===== src/hw/rtl/e2q_pkg.sv =====
`default_nettype none
// ----------------------------------------------------------------------------
// e2q_pkg: shared constants and functions for the euler to quaternion block
// holds the cordic arctangent function and fixed-point helpers
// ----------------------------------------------------------------------------
package e2q_pkg;

    localparam int ANGLE_FRAC_BITS = 7;
    localparam int OUT_FRAC_BITS   = 14;
    localparam int TRIG_STAGES     = 16;
    localparam int IN_W            = 16;
    localparam int OUT_W           = OUT_FRAC_BITS + 2;
    localparam int MAX_STAGES      = 48;

    // cordic working widths: z in Q48, x/y in Q40
    localparam int ZW = 52;
    localparam int XW = 43;
    // trig results Q30
    localparam int TW = 32;

    localparam logic [63:0] PI_Q60   = 64'h3243F6A8885A308D;
    localparam logic [42:0] GAIN_Q40 = 43'd667681663043;
    // floor(pi_q48 / 360), pi in Q48 is PI_Q60 >> 12
    localparam logic [63:0] PER_Q48  = (PI_Q60 >> 12) / 360;

    typedef logic signed [ZW-1:0] t_z;
    typedef logic signed [XW-1:0] t_xy;
    typedef logic signed [TW-1:0] t_trig;

    // atan(2^-i) in Q48, evaluated at elaboration for constant i
    function automatic logic signed [ZW-1:0] atan_q48(input int i);
        logic signed [63:0] sum;
        logic signed [63:0] term;
        int d;
        sum = 64'sd0;
        if (i == 0) begin
            return ZW'(PI_Q60 >> 14);
        end
        for (int k = 0; k < 63; k++) begin
            d = 2 * k + 1;
            if (i * d <= 62) begin
                term = $signed(64'((64'd1 << (62 - i * d)) / 64'(d)));
                if ((k & 1) != 0) sum = sum - term;
                else sum = sum + term;
            end
        end
        return ZW'((sum + 64'sd8192) >>> 14);
    endfunction

endpackage
`default_nettype wire


===== src/hw/rtl/e2q_wrap.sv =====
`default_nettype none
// ----------------------------------------------------------------------------
// e2q_wrap: angle wrap and degree to radian scaling
// wraps the angle into one turn and forms the Q48 half angle in radians
// ----------------------------------------------------------------------------
module e2q_wrap (
    input  wire logic                        i_clk,
    input  wire logic                        i_en,
    input  wire logic signed [e2q_pkg::IN_W-1:0] i_angle,
    output logic signed [e2q_pkg::ZW-1:0]    o_z
);
    localparam int AW = e2q_pkg::IN_W + 2;
    localparam int PW = 44;
    localparam logic signed [AW-1:0] HALF = AW'(180 << e2q_pkg::ANGLE_FRAC_BITS);
    localparam logic signed [AW-1:0] FULL = AW'(360 << e2q_pkg::ANGLE_FRAC_BITS);
    localparam logic signed [PW-1:0] PER  = PW'(e2q_pkg::PER_Q48);

    logic signed [AW-1:0] a_ext;
    logic signed [AW-1:0] wrapped;
    logic signed [AW-1:0] r_a;
    logic signed [AW+PW-1:0] prod;
    logic signed [AW+PW-1:0] magn;
    logic signed [AW+PW-1:0] quo;

    // input range is under one turn either side, one add or subtract fixes it
    always_comb begin
        a_ext = AW'(i_angle);
        if (a_ext > HALF) begin
            wrapped = a_ext - FULL;
            if (wrapped > HALF) wrapped = wrapped - FULL;
        end else if (a_ext < -HALF) begin
            wrapped = a_ext + FULL;
            if (wrapped < -HALF) wrapped = wrapped + FULL;
        end else begin
            wrapped = a_ext;
        end
        // c wrap keeps +-180 exactly only inside range; -180 stays -180
        if (wrapped == HALF && (a_ext != HALF)) wrapped = -HALF;
    end

    always_ff @(posedge i_clk) begin
        if (i_en) r_a <= wrapped;
    end

    // truncating divide toward zero by a power of two
    always_comb begin
        prod = (AW+PW)'(r_a) * (AW+PW)'(PER);
        magn = prod[AW+PW-1] ? -prod : prod;
        quo  = magn >>> e2q_pkg::ANGLE_FRAC_BITS;
        if (prod[AW+PW-1]) quo = -quo;
    end

    always_ff @(posedge i_clk) begin
        if (i_en) o_z <= e2q_pkg::ZW'(quo);
    end
endmodule
`default_nettype wire


===== config.mk =====
export PLATFORM = sky130hd
export DESIGN_NAME = e2q_wrap
export DESIGN_NICKNAME = d
export VERILOG_FILES = /design/src/hw/rtl/e2q_pkg.sv /design/src/hw/rtl/e2q_wrap.sv
export SDC_FILE = /design/constraint.sdc
export NUM_CORES = 1
export LEC_CHECK = 0
export BUFFER_PORTS_ARGS = -buffer_cell sky130_fd_sc_hd__clkbuf_2
export CORE_MARGIN = 5
export CORE_UTILIZATION = 66
export CTS_CLUSTER_DIAMETER = 80
export DETAILED_ROUTE_END_ITERATION = 16
export PLACE_DENSITY = 0.95
export SLEW_MARGIN = 25
export SYNTH_ARGS = -nofsm -noshare
export SYNTH_HDL_FRONTEND = slang
export SYNTH_SLANG_ARGS = --single-unit

===== constraint.sdc =====
create_clock -name i_clk -period 10.8 [get_ports i_clk]
set_input_delay 3.24 -clock i_clk [delete_from_list [all_inputs] [get_ports i_clk]]
set_output_delay 3.24 -clock i_clk [all_outputs]
set_load 0.05 [all_outputs]

* Word-level counts from Yosys, hierarchy flattened *
Cells that the tools add are included.

storage, ports and cells
  memory bits (writable) = 0
  memories = 0
  bits in latches = 0
  register bits = 70
  bits in read-only memories = 0

operators by class
  magnitude comparators = 4
  div/mod/pow operators = 0
  equality and inequality tests = 2
  multipliers = 1
  bitwise logic cells = 0
  $add $sub $neg = 6
  shifts and indexed selects = 0
  mux-type cells = 6
  reduce and logical (&&, ||, !) cells = 1

operator list
  kind                    count
  $mux 18                 4
  $mul 18x43->61 const B  1
  $mux 59                 1
  $neg 59->59             1
  $mux 52                 1
  $neg 52->52             1
  $add 16x17->18 const B  1
  $add 18x17->18 const B  1
  $eq 18x16->1 const B    1
  $gt 18x16->1 const B    1
  $lt 18x16->1 const B    1
  $sub 16x17->18 const B  1
  $sub 18x17->18 const B  1
  $gt 16x16->1 const B    1
  $lt 16x16->1 const B    1
  $ne 16x16->1 const B    1
  $logic_and 1x1->1       1

* Longest topological paths before layout *
Gate-level depths: netlist (run 1).

  depth after elaboration = 7
  depth in mapped cells = 38

* Worst setup path after synthesis (run 1) *
OpenSTA, ideal clock, no wires.

  path kind = register to register
  from = register r_a[15]
  to = register o_z[40] in the netlist's numbering, data pin
  path buffers = 6
  data arrival time = 9.291 ns
  stages on the path, launching flop included = 37
  clock period less this slack = 9.558 ns
  slack = 1.242 ns
  cell sequence = edfxtp_1 ha_1 inv_1 fa_1 inv_1 ha_1 or2_2 inv_1 fa_1 fa_1 fa_1 fa_1 inv_1 ha_1 buf_2 nand4_1 or4_1 nor3_1 o31a_1 nor4_1 o21ai_1 clkbuf_1 buf_1 clkbuf_1 buf_1 clkbuf_1 nor2_1 xnor2_1 ha_1 o221ai_1 nor3_1 nand4_1 nand4b_1 or4_4 nor3b_2 mux2i_1 xnor2_1

on the way
  word-level cells in the longest chain between the ends = 5

RTL lines
  element                 RTL line        RTL
  start, declared         e2q_wrap.sv:20  logic signed [AW-1:0] r_a;
  start signal, assigned  e2q_wrap.sv:42  if (i_en) r_a <= wrapped;
  $mul 18x43->61 (*)      e2q_wrap.sv:47  prod = (AW+PW)'(r_a) * (AW+PW)'(PER);
  $neg 59->59             e2q_wrap.sv:48  magn = prod[AW+PW-1] ? -prod : prod;
  $mux 59                 e2q_wrap.sv:48
  $neg 52->52             e2q_wrap.sv:50  if (prod[AW+PW-1]) quo = -quo;
  $mux 52 (*)             e2q_wrap.sv:50
  named net quo[40]       e2q_wrap.sv:23  logic signed [AW+PW-1:0] quo;
  end signal, assigned    e2q_wrap.sv:54  if (i_en) o_z <= e2q_pkg::ZW'(quo);
  end, declared           e2q_wrap.sv:10  output logic signed [e2q_pkg::ZW-1:0] o_z

Mark *: on every way through the listed nets, which the timed path passes. The rest lies on a longest branch.
A chain may end at the register's enable or synchronous reset.

* Worst setup path in the final report (run 1) *
  from = register r_a[15]
  to = register o_z[40] in the netlist's numbering, data pin

on the way
  elaborated cells on any way between the ends = 5
  classes of those cells = add/sub (2); mul (1); mux (2)

RTL lines
  element            RTL line        RTL
  $mul 18x43->61     e2q_wrap.sv:47
  $mux 59            e2q_wrap.sv:48
  named net magn[7]  e2q_wrap.sv:22  logic signed [AW+PW-1:0] magn;
  $neg 52->52        e2q_wrap.sv:50
  $mux 52            e2q_wrap.sv:50
  named net quo[40]  e2q_wrap.sv:23

The timed path passes the listed nets, and every way through them passes these cells.

==> results of run 1 <==
-- synthesized netlist by cell type (11+ instances only) --
cell type  instances  area, sq um
buf_2             15        75.07
a31oi_1           19        118.9
or3_1             22        137.6
nand2_1          123        461.7
nor3_1            43        215.2
xor2_1            48        420.4
and2_1            28        175.2
edfxtp_1          70         2102
o31ai_1           11        82.58
and3_1            14        87.58
o21a_1            16        120.1
or2_2             15        93.84
a21o_1            27        202.7
and4_1            11        96.34
a21oi_1          100        500.5
nand4_1           37        231.5
clkbuf_1          49        183.9
inv_1            458         1719
nand3_1           34        170.2
o211ai_1          18        135.1
xnor2_1           94        823.3
o21ai_1           12        60.06
ha_1             267         3341
fa_1             233         4664
nor2_1           116        435.4
o21ai_0           71        355.3
a211oi_1          22        165.2
nand2b_1          13        81.33
nor4_1            16        100.1
-- flip-flops by register name (all words and copies together) (netlist names) --
| name | cells |
|---|---|
| r_a | 18 |
| o_z | 52 |
-- final timing paths --
check             slack [ns]                end  depth (start not counted)
setup / recovery        0.68  o_z[40]$_DFFE_PP_                         31
hold / removal          1.57   o_z[0]$_DFFE_PP_                          5
hold reg to reg         1.57   o_z[0]$_DFFE_PP_                          5
setup reg to reg        0.68  o_z[40]$_DFFE_PP_                         31
-- logic make-up after synthesis --
logic type	share of synthesized area, %
compound gates	14.05
xor+xnor	6.585
fa+ha+maj	42.38
buf+inv	10.60
flops	11.13
mux	0.5896
simple gates	14.66
-- stage by stage --
stage          worst slack (ns)  hold WS, ns
5_1_grt                 0.07454        1.566
3_3_place_gp              1.167        1.486
3_5_place_dp             0.9169        1.457
6_report                 0.6816        1.565
4_1_cts                  0.8864        1.489
2_1_floorplan             1.242        1.007
-- worst max-delay path: cells and delay by family (launching register included) --
kind	cells	cell delay, ns
muxes	1	0.24
and+or+nand+nor	10	3.42
buffers and inverters	5	0.40
AOI/OAI and AO/OA	4	1.33
xor gates and xnor gates	2	0.25
DFF	1	0.58
adders and majority gates	9	3.63
-- cell type report --
type,count,area share [%]
Timing Repair Buffer,80,2.172
Inverter,458,8.675
Antenna cell,1,0.01263
Clock inverter,7,0.3157
Clock buffer,9,1.136
Tap cell,384,2.424
Multi-Input combinational cell,1576,74.66
Sequential cell,70,10.61
-- layer usage --
metal  GRT usage (%)  share of wire, %  vias to the layer above
met4           15.39               4.8                        2
li1                -                 -                     7360
met5           1.282             0.086                        -
met2           59.93                47                      858
met3           6.811               9.1                      173
met1           46.03                39                     7879
==> flow_summary_export.csv, run 1 <==
group,metric,value,unit
logic_synthesis,ys_seq_elements,70,
detailed_routing,dr.first_iter.drc_count,1734,
logic_synthesis,synth_edf_count,70,
hold_path,hp-start,"r_a[0]$_SDFFCE_PP0P_",
logic_synthesis,yosysWarnings,0,
logic_synthesis,syn_nets,2692,
detailed_routing,via_per_inst,6.295,
clock_tree,clk_latency,0.36,ns
setup_path,cp.arrival,10.21,ns
setup_path,worst_path_max_delay_cell,"edfxtp_1",
clock_tree,clkSinkCount,70,
cells_and_area,area_growth,4.929,%
detailed_routing,drt-total-wl,55970,um
setup_path,rr_startpoint,"r_a[15]$_SDFFCE_PP1P_",
sta,hold_viol,0,
clock_tree,postCtsSetupRepairBufs,0,
cells_and_area,drive_gt1_share,6.455,%
detailed_routing,drcViolationCount,0,
logic_synthesis,yosysUniqueCellTypes,88,
clock_tree,clockBufferDepth,2,
clock_tree,cts_root_buffer,"clkbuf_16",
sta,finalSetupViolations,0,
die,die_area,0.03210,sq mm
hold_path,hold_path.class,"register to register",
setup_path,crit_required,10.89,ns
clock_tree,cts_hold_buf,0,
setup_path,end_kind,"register",
job,drv_cap,0,
sta,rsz0062_at_grt,"false",
placement,dpl_cell_area,0.01953,sq mm
cells_and_area,fin_nets,2713,
clock_tree,cts_tree,"built",
setup_path,crit_start,"r_a[15]$_SDFFCE_PP1P_",
setup_path,path_class,"register to register",
detailed_routing,antenna_left,0,
sta,skew,0.01044,ns
logic_synthesis,syn_inst,2174,
status,outcome,"completed",
sta,slew_viol_final,0,
die,die_y,179.2,um
placement,dp_hpwl,47460,um
detailed_routing,post_drt_wl_per_cell,21.65,um
clock_tree,path_clk_slew,0.08,ns
logic_synthesis,syn_area,0.01889,sq mm
cells_and_area,multi_input_area,0.01480,sq mm
sta,period_needed,10.12,ns
cells_and_area,layout_common_cells,"inv_1, ha_1, fa_1, nand2_1, nor2_1",
placement,dpl.cell_count,2568,
die,core,0.02847,sq mm
sta,tns,0,ns
sta,max_slew_margin,33.57,%
global_route,first_global_vias,16655,
cells_and_area,fin_util,69.61,%
sta,layout_worst_path_cycle_share,93.69,%
clock_tree,htreeDepth,3,
global_route,grtUsageTotal,36.03,%
cells_and_area,nFillCells,2323,
die,start_util,66.34,%
logic_synthesis,yosysSeqAreaShare,11.13,%
global_route,antenna_found_initial,0,
die,io_pins,70,
setup_path,max_stage_delay,0.58,ns
sta,clock.fmax,0.09883,GHz
placement,gp_congestion,1.059,
sta,tightest_slew,0.9714,ns
detailed_routing,vias,16272,
setup_path,start_kind,"register",
global_route,grt_pass1_wl,88890,um
cells_and_area,seqCellArea,0.002102,sq mm
die,die_w,179.2,um
global_route,grt_max_degree,71,
die,rows,62,
cells_and_area,post_layout_nonfiller_instances,2585,
placement,numPortBuffers,69,
logic_synthesis,ys.flop_type,"edfxtp_1",
setup_path,worst-path-max-fanout,10,
detailed_routing,drt_first_pass_iters,8,
cells_and_area,final_area,0.01982,sq mm
clock_tree,cts_made_buffers,9,
clock_tree,post_cts_resized,0,
logic_synthesis,syn-mean-instance-area,8.688,sq um
global_route,grt_overflow_total,0,
logic_synthesis,async_flop_share,0,%
cells_and_area,final_common_cell,"inv_1",
Power of run 1 is not shown: default switching activity piles up to over one toggle a cycle in this logic, so the estimate is an artifact.
==> inputs of run 2 (changes only) <==
--- a/config.mk
+++ b/config.mk
@@ -5,7 +5,9 @@
 export SDC_FILE = /design/constraint.sdc
 export NUM_CORES = 1
 export LEC_CHECK = 0
+export ABC_AREA = 1
 export BUFFER_PORTS_ARGS = -buffer_cell sky130_fd_sc_hd__clkbuf_2
+export CAP_MARGIN = 0
 export CORE_MARGIN = 5
 export CORE_UTILIZATION = 66
 export CTS_CLUSTER_DIAMETER = 80
==> run 2 against run 1 <==
Against the previous run: global-route usage rose by 2.2 points; largest cell class unchanged; die area grew 9.8%; via count is 21% higher; utilization about the same; critical path type unchanged.
==> flow_summary_export.csv, run 2 <==
group,metric,value,unit
status,outcome,"completed",
global_route,grt_max_degree,71,
logic_synthesis,yosysSeqAreaShare,10.08,%
logic_synthesis,syn-mean-instance-area,6.948,sq um
clock_tree,post_cts_resized,0,
sta,max_slew_margin,29.55,%
placement,dp_hpwl,57840,um
logic_synthesis,syn_inst,3002,
setup_path,start_kind,"register",
cells_and_area,drive_gt1_share,8.812,%
sta,slew_viol_final,0,
setup_path,worst-path-max-fanout,70,
logic_synthesis,synth_edf_count,70,
global_route,first_global_vias,19684,
logic_synthesis,yosysUniqueCellTypes,51,
clock_tree,clockBufferDepth,2,
setup_path,r2r_cells,37,
setup_path,worst_path_max_delay_cell,"fa_1",
sta,hold_viol,0,
logic_synthesis,yosysWarnings,0,
die,io_pins,70,
detailed_routing,drcViolationCount,0,
die,rows,65,
hold_path,hold_path.class,"register to register",
global_route,antenna_found_initial,0,
die,die_area,0.03526,sq mm
global_route,grtUsageTotal,38.22,%
cells_and_area,layout_common_cells,"nand2_1, inv_1, ha_1, fa_1, nor2_1",
clock_tree,cts_root_buffer,"clkbuf_16",
cells_and_area,post_layout_nonfiller_instances,3466,
sta,layout_worst_path_cycle_share,85.63,%
logic_synthesis,async_flop_share,0,%
clock_tree,cts_made_buffers,9,
setup_path,end_kind,"register",
cells_and_area,largest_reg_flops,52,
cells_and_area,final_common_cell,"nand2_1",
placement,dpl.cell_count,3450,
cells_and_area,diodes,0,
clock_tree,clk_latency,0.38,ns
detailed_routing,dr.first_iter.drc_count,2275,
sta,clock.fmax,0.1081,GHz
logic_synthesis,ys.flop_type,"edfxtp_1",
sta,period_needed,9.248,ns
cells_and_area,fin_nets,3577,
setup_path,max_stage_delay,0.71,ns
sta,rsz0062_at_grt,"false",
detailed_routing,antenna_left,0,
logic_synthesis,syn_nets,3520,
placement,gp_congestion,1.034,
clock_tree,cts_tree,"built",
hold_path,hold_depth,5,
global_route,grt_pass1_wl,105000,um
die,core,0.03139,sq mm
clock_tree,cts_hold_buf,0,
setup_path,crit_required,10.93,ns
setup_path,path_class,"register to register",
cells_and_area,fin_util,69.61,%
detailed_routing,drt_first_pass_iters,10,
cells_and_area,area_growth,4.757,%
die,start_util,66.44,%
sta,skew,0.01181,ns
job,drv_cap,0,
sta,tightest_slew,1.057,ns
die,die_w,187.8,um
clock_tree,clkSinkCount,70,
logic_synthesis,synth.most_common_cell,"nand2_1",
logic_synthesis,synth_common_cells,"nand2_1, inv_1, ha_1",
setup_path,cp.arrival,9.37,ns
logic_synthesis,ys_seq_elements,70,
detailed_routing,post_drt_wl_per_cell,19.16,um
logic_synthesis,synth_area_leaders,"fa_1, ha_1, nand2_1, inv_1, edfxtp_1",
clock_tree,htreeDepth,3,
global_route,grt_overflow_total,0,
clock_tree,path_clk_slew,0.07,ns
placement,numPortBuffers,69,
detailed_routing,vias,19657,
cells_and_area,top_register,"o_z",
die,die_y,187.8,um
detailed_routing,via_per_inst,5.671,
sta,tns,0,ns
setup_path,worst_path_most_repeated_cell,"nand2_1",
clock_tree,postCtsSetupRepairBufs,0,
logic_synthesis,yosysTopAreaCell,"fa_1",
cells_and_area,reg.largest.list,"o_z x52, r_a x18",
sta,finalSetupViolations,0,
logic_synthesis,synth_top_area_share,22.36,%
detailed_routing,drt-total-wl,66410,um
logic_synthesis,syn_area,0.02086,sq mm
run 2: cell types whose count changed in the layout (fill, tap and decap cells not counted), moves of 25 or more:
cell / before / now
nand2_1: 123 / 834
nor2_1: 116 / 203
inv_2: 0 / 25
nor2_2: 0 / 39
a21oi_1: 100 / 48
and2_1: 28 / 1
nand2_2: 0 / 62
nand3_1: 34 / 170
xnor2_1: 94 / 10
a21o_1: 27 / 1
o21ai_0: 71 / 29
inv_1: 458 / 767
run 2: worst paths after layout:
| path | endpoint | startpoint | slack [ns] |
|---|---|---|---|
| worst max-delay path | o_z[46]$_DFFE_PP_ | r_a[15]$_SDFFCE_PP1P_ | 1.55 |
| worst min-delay path | o_z[0]$_DFFE_PP_ | r_a[0]$_SDFFCE_PP0P_ | 1.42 |
| worst max register to register | o_z[46]$_DFFE_PP_ | r_a[15]$_SDFFCE_PP1P_ | 1.55 |
| worst min register to register | o_z[0]$_DFFE_PP_ | r_a[0]$_SDFFCE_PP0P_ | 1.42 |
run 2: cells by family (layout without fill, tap and decap cells):
logic type / after synthesis / in the layout / share of synthesized area [%]
compound gates: 114 / 114 / 3.203
xor+xnor: 66 / 66 / 3.041
fa+ha+maj: 500 / 500 / 38.38
buf+inv: 818 / 880 / 15.06
flops: 70 / 70 / 10.08
mux: 1 / 1 / 0.04799
simple gates: 1433 / 1433 / 30.20
run 2: through the flow:
stage	cell area, sq um	setup slack (ns)	hold slack (ns)
2_1_floorplan	20860	3.918	1.076
3_3_place_gp	21560	2.267	1.293
3_5_place_dp	21560	1.917	1.343
4_1_cts	21850	1.883	1.361
5_1_grt	21850	1.009	1.419
6_report	21850	1.552	1.416
run 2: metal layers:
metal | wire length (um) | vias to the layer above | GRT usage [%]
met5 | 0 | - | 0
met4 | 3219 | 0 | 15.30
met3 | 7546 | 229 | 10.20
met2 | 28930 | 1096 | 59.95
met1 | 26710 | 9183 | 50.69
li1 | - | 9149 | -
run 2: final cells by class:
class	count	area [sq um]
inverter	793	2977
fill	2684	9542
tap	402	503.0
multi-input combinational	2114	15620
clock inverter	7	62.56
clock buffer	9	225.2
sequential	70	2102
timing repair buffer	71	360.3
run 2: worst max-delay path, delay by kind of cell (launching register included):
kind / cells / cell delay (ns)
fa+ha+maj: 9 / 3.94
xor+xnor: 1 / 0.14
buf+inv: 8 / 1.27
flops: 1 / 0.59
simple gates: 19 / 3.03
Power of run 2 is left out for the same reason.
